[src/sv/asp_pkg.sv]
// Package: widths, constants and controller/datapath interface types.
`timescale 1ns / 1ps
package asp_pkg;

  localparam int VALUE_WIDTH = 20;
  localparam int IN_W        = 20;
  localparam int LIMIT_W     = 20;
  localparam int COUNT_OUT_W = 8;
  localparam int SUM_OUT_W   = 23;

  // Operand of one divisor search: input number or partner (partner <= limit).
  localparam int OP_W  = (VALUE_WIDTH > LIMIT_W) ? VALUE_WIDTH : LIMIT_W;
  // Trial divisor runs up to floor(sqrt(m)) + 1.
  localparam int D_W   = (OP_W + 1) / 2 + 1;
  localparam int P_W   = 2 * D_W;
  localparam int SUM_W = OP_W + 3;
  localparam int CNT_W = OP_W / 2 + 2;
  localparam int DC_W  = $clog2(OP_W + 1);

  localparam logic [LIMIT_W-1:0] LIMIT_RESET = {LIMIT_W{1'b1}};

  typedef struct packed {
    logic load_n;     // capture n, start first search
    logic save1;      // keep first search results
    logic load_s;     // start second search on the aliquot sum
    logic sq;         // register d*d
    logic div_start;  // launch m / d
    logic acc;        // fold divisor pair, step d
    logic out_load;   // fill output register
  } asp_cmd_t;

  typedef struct packed {
    logic sq_le;      // d*d <= m
    logic div_done;   // quotient and remainder ready
    logic pair_ok;    // partner search worth running
  } asp_stat_t;

endpackage

[src/sv/asp_ctrl.sv]
// Controller: sequences the two divisor searches and the output handshake.
`timescale 1ns / 1ps
module asp_ctrl
  import asp_pkg::*;
(
  input  logic      clk,
  input  logic      rst_n,
  input  logic      in_valid,
  output logic      in_ready,
  output logic      out_valid,
  input  logic      out_ready,
  output asp_cmd_t  cmd,
  input  asp_stat_t stat
);

  typedef enum logic [2:0] {
    S_IDLE, S_SQ, S_CMP, S_DIV, S_ACC, S_PASS, S_DONE
  } state_t;

  state_t state_r, state_nxt;
  logic   pass_r, pass_nxt;
  logic   out_valid_r, out_valid_nxt;

  always_comb begin
    state_nxt     = state_r;
    pass_nxt      = pass_r;
    out_valid_nxt = out_valid_r && !out_ready;
    cmd           = '0;
    case (state_r)
      S_IDLE: begin
        if (in_valid) begin
          cmd.load_n = 1'b1;
          pass_nxt   = 1'b0;
          state_nxt  = S_SQ;
        end
      end
      S_SQ: begin
        cmd.sq    = 1'b1;
        state_nxt = S_CMP;
      end
      S_CMP: begin
        if (stat.sq_le) begin
          cmd.div_start = 1'b1;
          state_nxt     = S_DIV;
        end else begin
          state_nxt = S_PASS;
        end
      end
      S_DIV: begin
        if (stat.div_done) begin
          state_nxt = S_ACC;
        end
      end
      S_ACC: begin
        cmd.acc   = 1'b1;
        state_nxt = S_SQ;
      end
      S_PASS: begin
        if (!pass_r) begin
          cmd.save1 = 1'b1;
          if (stat.pair_ok) begin
            cmd.load_s = 1'b1;
            pass_nxt   = 1'b1;
            state_nxt  = S_SQ;
          end else begin
            state_nxt = S_DONE;
          end
        end else begin
          state_nxt = S_DONE;
        end
      end
      S_DONE: begin
        if (!out_valid_r || out_ready) begin
          cmd.out_load  = 1'b1;
          out_valid_nxt = 1'b1;
          state_nxt     = S_IDLE;
        end
      end
      default: begin
        state_nxt = S_IDLE;
      end
    endcase
  end

  always_ff @(posedge clk) begin
    if (!rst_n) begin
      state_r     <= S_IDLE;
      pass_r      <= 1'b0;
      out_valid_r <= 1'b0;
    end else begin
      state_r     <= state_nxt;
      pass_r      <= pass_nxt;
      out_valid_r <= out_valid_nxt;
    end
  end

  assign in_ready  = (state_r == S_IDLE);
  assign out_valid = out_valid_r;

endmodule

[config.mk]
export PLATFORM = sky130hd
export DESIGN_NAME = asp_ctrl
export DESIGN_NICKNAME = d
export VERILOG_FILES = /design/src/sv/asp_pkg.sv /design/src/sv/asp_ctrl.sv
export SDC_FILE = /design/constraint.sdc
export NUM_CORES = 1
export LEC_CHECK = 0
export BUFFER_PORTS_ARGS = -buffer_cell sky130_fd_sc_hd__buf_2
export CAP_MARGIN = 20
export CORE_AREA = 2 2 39 41
export DETAILED_ROUTE_END_ITERATION = 12
export DIE_AREA = 0 0 41 43
export GPL_ROUTABILITY_DRIVEN = 0
export GPL_TIMING_DRIVEN = 0
export HOLD_SLACK_MARGIN = 0.06
export PLACE_DENSITY_LB_ADDON = 0.05
export SYNTH_ARGS = -nofsm -noshare
export SYNTH_HDL_FRONTEND = slang
export SYNTH_SLANG_ARGS = --single-unit
[constraint.sdc]
create_clock -name clk -period 1.3 [get_ports clk]
set_clock_uncertainty 0.2 [all_clocks]
set_input_delay 0.26 -clock clk [delete_from_list [all_inputs] [get_ports clk]]
set_output_delay 0.26 -clock clk [all_outputs]
set_load 0.1 [all_outputs]
==> metrics, run 1 <==
worst setup path startpoint=state_r[1]$_SDFFE_PN0P_; drt drc=0; Starting DRT DRC Count=6; PD cells=1060 mW/mm²; Critical Path Sink Type=primary output; post-layout util=0.627; number of global-route vias before repair=463; Syn Std Cell Area=383 µm²; largest net degree at the start of global routing=8; initial antenna violation count=0; Max Freq=0.568 GHz; CP startpoint kind=flip-flop; status=finished with violations; Synth Instances=45; Synth async-reset ratio=0; synth top area cells=dfxtp_1, nand3b_1, nor2_1; area leader, netlist=dfxtp_1; # placed instances=76; HP Class=input pin to flip-flop; post-route setup slack=-460 ps; max_slew headroom=0.812; reg2reg start=state_r[1]$_SDFFE_PN0P_; CTS Buf Count=3; Worst-path clk slew=40 ps; Max FO, Critical Path=6; Seq/Total Area, Yosys=0.261; clock buffer depth=2; Setup CP Type=flip-flop to primary output; Area Growth Syn to Fin=127%; failing checks=setup timing; Die X=41 µm; first-pass GRT wire length=1980 µm; I/O pins=16; DP Area=532 µm²; cts-stage hold buffer count=0; FF+latch count, synth=5; Overflow after GRT=0; required time of the worst setup path=840 ps; Ys Warns=0; full die area=0.00176 mm²; Worst Tran Pin Value=279 ps; top cell type's share of synthesized area=0.261; Worst IR Drop VDD=0.511 mV; total power=0.921 mW; Crit path arrival time=1300 ps; TritonCTS Sinks=5; syn nets=52; synth cell count leaders=dfxtp_1, nor2_1, nand3b_1, nor2b_1; setup TNS=-3810 ps; pre-CTS setup slack=-511 ps; CORE AREA=0.00138 mm²; I/O Buffers=15; Lkg Pwr=0.359 nW; Final ANT Viol Nets=0; Hold Vio Cnt, Final=0; CTS tree=yes; # Max-Cap Violations=0; final instance area=868 µm²; Worst-Skew Late Latency=240 ps; n_diodes=0; Min-Delay Startpoint=rst_n; total track usage=0.172; WL final=1350 µm; worst hold margin=87.0 ps; HPWL after DPL=753 µm; Main synth FF type=dfxtp_1; Layout Nets=89; Tmin final=1760 ps; Avg Inst Size Synth=8.51 µm²; part of the cycle the worst path needs=1.35; # fillers=111; Routed WL per cell=13.9 µm; Pins Over Slew Limit=0; Initial DRT Pass Iterations=4; unrepaired setup endpoints after global routing=true; row cnt=14; EDFF count, synth=0; Initial Util=0.277; final setup vio count=11; Avg Vias per Cell=5.04; clock root cell=clkbuf_4; Die Y=43 µm; final non-filler cell total=97; htree depth=1; Synth cell types=26; share of cells above drive strength 1=0.691; via count=489
[final cells by class]
type                    count  area, µm²  share of cell area
flip-flops and latches      5        110               0.127
inverters                   2       7.51             0.00865
clock buffers               4       26.3              0.0303
multi-input cells          35        334               0.385
plain buffers               3       33.8              0.0389
well taps                  16       20.0              0.0231
repair buffers             32        337               0.388
[registers in the layout (all words and copies together) (netlist names)]
| signal | count |
|---|---|
| state_r | 3 |
| pass_r | 1 |
| out_valid | 1 |
[cell families (layout without fill, tap and decap cells)]
| logic type | Yosys count | after routing | synth area share |
|---|---|---|---|
| flip-flops | 5 | 5 | 0.261 |
| buffers and inverters | 5 | 41 | 0.0719 |
| AO/OA/AOI/OAI | 10 | 10 | 0.203 |
| AND/OR/NAND/NOR | 25 | 25 | 0.464 |
[path summary, 6_finish.rpt]
| path | depth (start not counted) | end | slack [ps] |
|---|---|---|---|
| min reg2reg | 2 | out_valid$_SDFF_PN0_ | 310 |
| min | 3 | state_r[2]$_SDFFE_PN0P_ | 90 |
| max reg2reg | 5 | state_r[0]$_SDFFE_PN0P_ | -190 |
| max | 4 | cmd[5] | -460 |
[worst max-delay path: stages, from the launching register on]
cell and delay, ps:
dfxtp_2 310, buf_6 120, nand3b_1 270, nor2_4 170, buf_12 180
[layout by cell type (no fill, tap or decap), types with 2 or more instances in the layout]
cell type / synthesis / layout
nand2b_1: 2 / 2
buf_6: 0 / 10
a21oi_1: 2 / 2
buf_4: 2 / 11
dfxtp_2: 0 / 2
nor2_4: 0 / 3
nand3b_1: 3 / 3
clkbuf_4: 0 / 3
buf_2: 1 / 7
dfxtp_4: 0 / 2
inv_1: 2 / 2
nor2b_1: 3 / 3
buf_12: 0 / 7
[layer usage]
layer  GRT usage  share of wire  vias to the layer above
li1            -              -                      238
met1       0.195           0.42                      237
met2       0.272           0.54                       12
met3      0.0366          0.034                        2
met4       0.113         0.0074                        0
met5           0              0                        -
[where the power goes]
| group | internal (mW) | switching, mW |
|---|---|---|
| sequential | 0.166 | 0.00920 |
| combinational | 0.252 | 0.312 |
| clock | 0.116 | 0.0661 |
| total | 0.534 | 0.388 |
[repair_timing]
| item | CTS | global route |
|---|---|---|
| gates resized for setup | 43 | 4 |
| setup endpoints to repair | 12 | 12 |
| pin swaps | 10 | 5 |
| gates cloned | 1 | 0 |
| buffers inserted | 14 | 3 |
No activity file was read; power rests on OpenSTA's default activity.
==> run 2: changes to the inputs <==
- GPL_TIMING_DRIVEN: 0 -> 1
- RECOVER_POWER: default -> 50
==> run 2 against run 1 <==
  * The run still ends with setup timing left
  * Register-to-register slack improved by 20 ps
  * Power down 3.4%
  * Hold slack got worse by 7.0 ps
  * Critical path depth is 1 lower
  * Cell area rose by 0.58%
  * Global-route usage fell by 2.1 points
==> metrics, run 2 (synthesis gave the netlist of run 1 again) <==
initial antenna violation count=0; unrepaired setup endpoints after global routing=true; Worst-Skew Late Latency=240 ps; CORE AREA=0.00138 mm²; Pins Over Slew Limit=0; WL final=1130 µm; Worst-path clk slew=40 ps; n_diodes=0; required time of the worst setup path=840 ps; row cnt=14; Overflow after GRT=0; max_slew headroom=0.770; Initial Util=0.277; CTS tree=yes; R2R cell count=5; Hold Vio Cnt, Final=0; clock buffer depth=2; cts-stage hold buffer count=0; Avg Vias per Cell=4.71; HPWL after DPL=852 µm; I/O pins=16; Setup CP Type=flip-flop to primary output; Die X=41 µm; Critical Path Sink Type=primary output; Initial DRT Pass Iterations=2; full die area=0.00176 mm²; max reg flops=3; htree depth=1; Max FO, Critical Path=7; failing checks=setup timing; largest net degree at the start of global routing=12; Top reg by flops=state_r; TritonCTS Sinks=5; Routed WL per cell=11.5 µm; I/O Buffers=15; crit path to=cmd[5]; drt drc=0; CTS Buf Count=3; Lkg Pwr=0.361 nW; most frequent cells in the layout=buf_4, buf_12, buf_6, buf_2, dfxtp_4; reg2reg start=state_r[2]$_SDFFE_PN0P_; Tmin final=1710 ps; R2R Path End=state_r[0]$_SDFFE_PN0P_; final setup vio count=12; number of global-route vias before repair=384; total track usage=0.151; Worst IR Drop VDD=0.599 mV; worst hold margin=80.0 ps; first-pass GRT wire length=1660 µm; total power=0.890 mW; Worst Tran Pin Value=343 ps; post-route setup slack=-407 ps; clock root cell=clkbuf_4; CP startpoint kind=flip-flop; commonest non-fill, non-tap cell in the layout=buf_4; Final ANT Viol Nets=0; HP Class=input pin to flip-flop; # Max-Cap Violations=0; Crit path arrival time=1250 ps; Starting DRT DRC Count=7; Layout Nets=90; Die Y=43 µm; worst setup path startpoint=state_r[1]$_SDFFE_PN0P_; share of cells above drive strength 1=0.683; Area Growth Syn to Fin=128%; PD cells=1020 mW/mm²; part of the cycle the worst path needs=1.31; Max Freq=0.586 GHz; setup slack, reg-to-reg=-170 ps; via count=462; status=finished with violations
[run 2: worst min-delay path by stage]
stage	cells after the start	start	to	slack, ps
global placement	2	rst_n	state_r[0]$_SDFFE_PN0P_	330
global route	2	rst_n	state_r[0]$_SDFFE_PN0P_	90
CTS	2	rst_n	state_r[0]$_SDFFE_PN0P_	70
detailed placement	2	rst_n	state_r[0]$_SDFFE_PN0P_	340
finish	2	rst_n	state_r[0]$_SDFFE_PN0P_	80
floorplan	2	rst_n	state_r[2]$_SDFFE_PN0P_	210
[run 2: metal layers]
metal | share of wire | GRT usage | routed length (µm)
met1 | 0.44 | 0.194 | 495
met3 | 0.051 | 0.0314 | 57
met2 | 0.47 | 0.197 | 535
met4 | 0.035 | 0.140 | 39
met5 | 0 | 0 | 0
[run 2: what timing repair did]
| item | in CTS | in global routing |
|---|---|---|
| setup endpoints to repair | 13 | 13 |
| pin swaps | 6 | 4 |
| gates resized for setup | 12 | 4 |
| setup buffers | 3 | 1 |
[run 2: cell type report]
cell class	count	area, µm²
Sequential cell	5	115
Tap cell	16	20.0
Timing Repair Buffer	36	394
Clock buffer	4	26.3
Inverter	2	7.51
Fill cell	119	510
Multi-Input combinational cell	35	310
[run 2: critical path, stage by stage (launching register included)]
cell and delay, ps:
dfxtp_4 360, nand3b_1 280, nor2_4 180, buf_12 180
[run 2: stage by stage]
step	instance area (µm²)	setup TNS, ps	utilization	worst slack (ps)	cells
after floorplan	437	-5270	-	-913	45
after global placement	772	-1660	0.558	-198	91
after detailed placement	772	-1700	0.558	-214	91
after CTS	847	-3330	0.612	-422	97
after global routing	873	-3870	0.631	-462	98
final	873	-3220	0.631	-407	98
[run 2: report_power, final]
| part | internal [mW] | switching, mW |
|---|---|---|
| Sequential | 0.165 | 0.0288 |
| Clock | 0.116 | 0.0685 |
| Combinational | 0.241 | 0.271 |
==> run 3: changes to the inputs <==
- CTS_BUF_LIST: default -> sky130_fd_sc_hd__clkbuf_8
==> run 3 against run 2 <==
  * The run still ends with setup timing left
  * Critical path depth is the same
  * Count of clock-buffer cells in the layout is 1 lower
  * Core utilization rose by 1.4 points
  * Flip-flop and latch count unchanged
  * Maximum frequency rose by 1.6%
  * Sequential power barely moved
  * Non-clock buffer count stayed put
  * Setup slack improved by 27 ps
  * Power grew 11%
  * Final cell count unchanged
  * Die area stayed put
  * First-iteration DRC count is 86% lower
  * Largest power group unchanged
==> metrics, run 3 (synthesis gave the netlist of run 1 again) <==
Max FO, Critical Path=7; # Max-Cap Violations=0; Worst-Skew Late Latency=220 ps; HP Class=input pin to flip-flop; post-route setup slack=-380 ps; Min-Delay Startpoint=rst_n; R2R Path End=state_r[0]$_SDFFE_PN0P_; Lkg Pwr=0.373 nW; Die Y=43 µm; DR WL met3=56 µm; clock buffer depth=2; Hold Vio Cnt, Final=0; final setup vio count=11; pre-CTS setup slack=-214 ps; I/O Buffers=15; Setup CP Type=flip-flop to primary output; total power=0.991 mW; setup slack, reg-to-reg=-170 ps; Crit path arrival time=1220 ps; # placed instances=91; cts-stage hold buffer count=0; Die X=41 µm; Critical Path Sink Type=primary output; total track usage=0.154; CTS Buf Count=3; Pins Over Slew Limit=0; WL final=1160 µm; # fillers=113; n_diodes=0; Routed WL per cell=11.8 µm; met2 wire length=606 µm; register area=115 µm²; Overflow after GRT=0; setup TNS=-3010 ps; htree depth=1; TritonCTS Sinks=5; worst hold margin=104 ps; reg2reg start=state_r[2]$_SDFFE_PN0P_; Worst Hold End=state_r[0]$_SDFFE_PN0P_; post-layout util=0.645; commonest non-fill, non-tap cell in the layout=buf_4; max reg flops=3; part of the cycle the worst path needs=1.29; most frequent cells in the layout=buf_4, buf_12, buf_6, buf_2, dfxtp_4; multi-input logic area=310 µm²; CORE AREA=0.00138 mm²; Worst-path clk slew=40 ps; via count=460; status=finished with violations; Starting DRT DRC Count=1; Initial Util=0.277; Worst Tran Pin Value=333 ps; largest net degree at the start of global routing=12; HPWL after DPL=852 µm; Layout Nets=90; share of cells above drive strength 1=0.683; drt drc=0; failing checks=setup timing; Avg Vias per Cell=4.69; full die area=0.00176 mm²; number of global-route vias before repair=410; Metal-1 WL=486 µm; first-pass GRT wire length=1730 µm; CP startpoint kind=flip-flop; Worst IR Drop VDD=0.653 mV; final non-filler cell total=98; I/O pins=16; DP Area=772 µm²; Max Freq=0.595 GHz; worst hold stages=2; R2R cell count=5; initial antenna violation count=0; unrepaired setup endpoints after global routing=true; max_slew headroom=0.777; final instance area=892 µm²; PD cells=1110 mW/mm²; Top Layer Used=met4; row cnt=14; Initial DRT Pass Iterations=2; required time of the worst setup path=840 ps; Area Growth Syn to Fin=133%; Tmin final=1680 ps; Top reg by flops=state_r; CTS tree=yes; clock root cell=clkbuf_8; Final ANT Viol Nets=0
## run 3: cell count changes in the layout (fill, tap and decap cells not counted)
cell      before  now
inv_1          2    3
clkbuf_8       0    3
clkbuf_1       1    0
clkbuf_4       3    0
## run 3: repair_timing
action / in CTS / in global routing
pin swaps: 6 / 3
gates cloned: 0 / 0
setup buffers: 3 / 1
resized for setup: 12 / 4
endpoints found under the setup margin: 13 / 13
## run 3: worst max path at each step
stage                   to  slack [ps]  cells after the start                    start
floorplan           cmd[6]        -910                      3  state_r[0]$_SDFFE_PN0P_
global placement    cmd[4]        -200                      3  state_r[1]$_SDFFE_PN0P_
detailed placement  cmd[4]        -210                      3  state_r[1]$_SDFFE_PN0P_
CTS                 cmd[4]        -390                      3  state_r[1]$_SDFFE_PN0P_
global route        cmd[5]        -430                      3  state_r[0]$_SDFFE_PN0P_
finish              cmd[5]        -380                      3  state_r[1]$_SDFFE_PN0P_
## run 3: critical path, stage by stage (launching register included)
cell and delay, ps:
dfxtp_4 360, nand3b_1 280, nor2_4 180, buf_12 180
## run 3: layout make-up
class	instances	share of cell area
clock inverters	1	0.00421
multi-input cells	35	0.348
flip-flops and latches	5	0.129
inverters	2	0.00842
well taps	16	0.0224
clock buffers	3	0.0463
repair buffers	36	0.442
## run 3: where the power goes
group	leakage (nW)	total [mW]	internal, mW	switching (mW)
combinational	0.302	0.512	0.241	0.271
clock	0.0269	0.285	0.203	0.0818
sequential	0.0436	0.194	0.166	0.0285
total	0.373	0.991	0.609	0.381
## run 3: routing by layer
layer | vias up | global-route usage
li1 | 237 | -
met1 | 207 | 0.194
met2 | 14 | 0.216
met3 | 2 | 0.0314
met4 | 0 | 0.120
met5 | - | 0
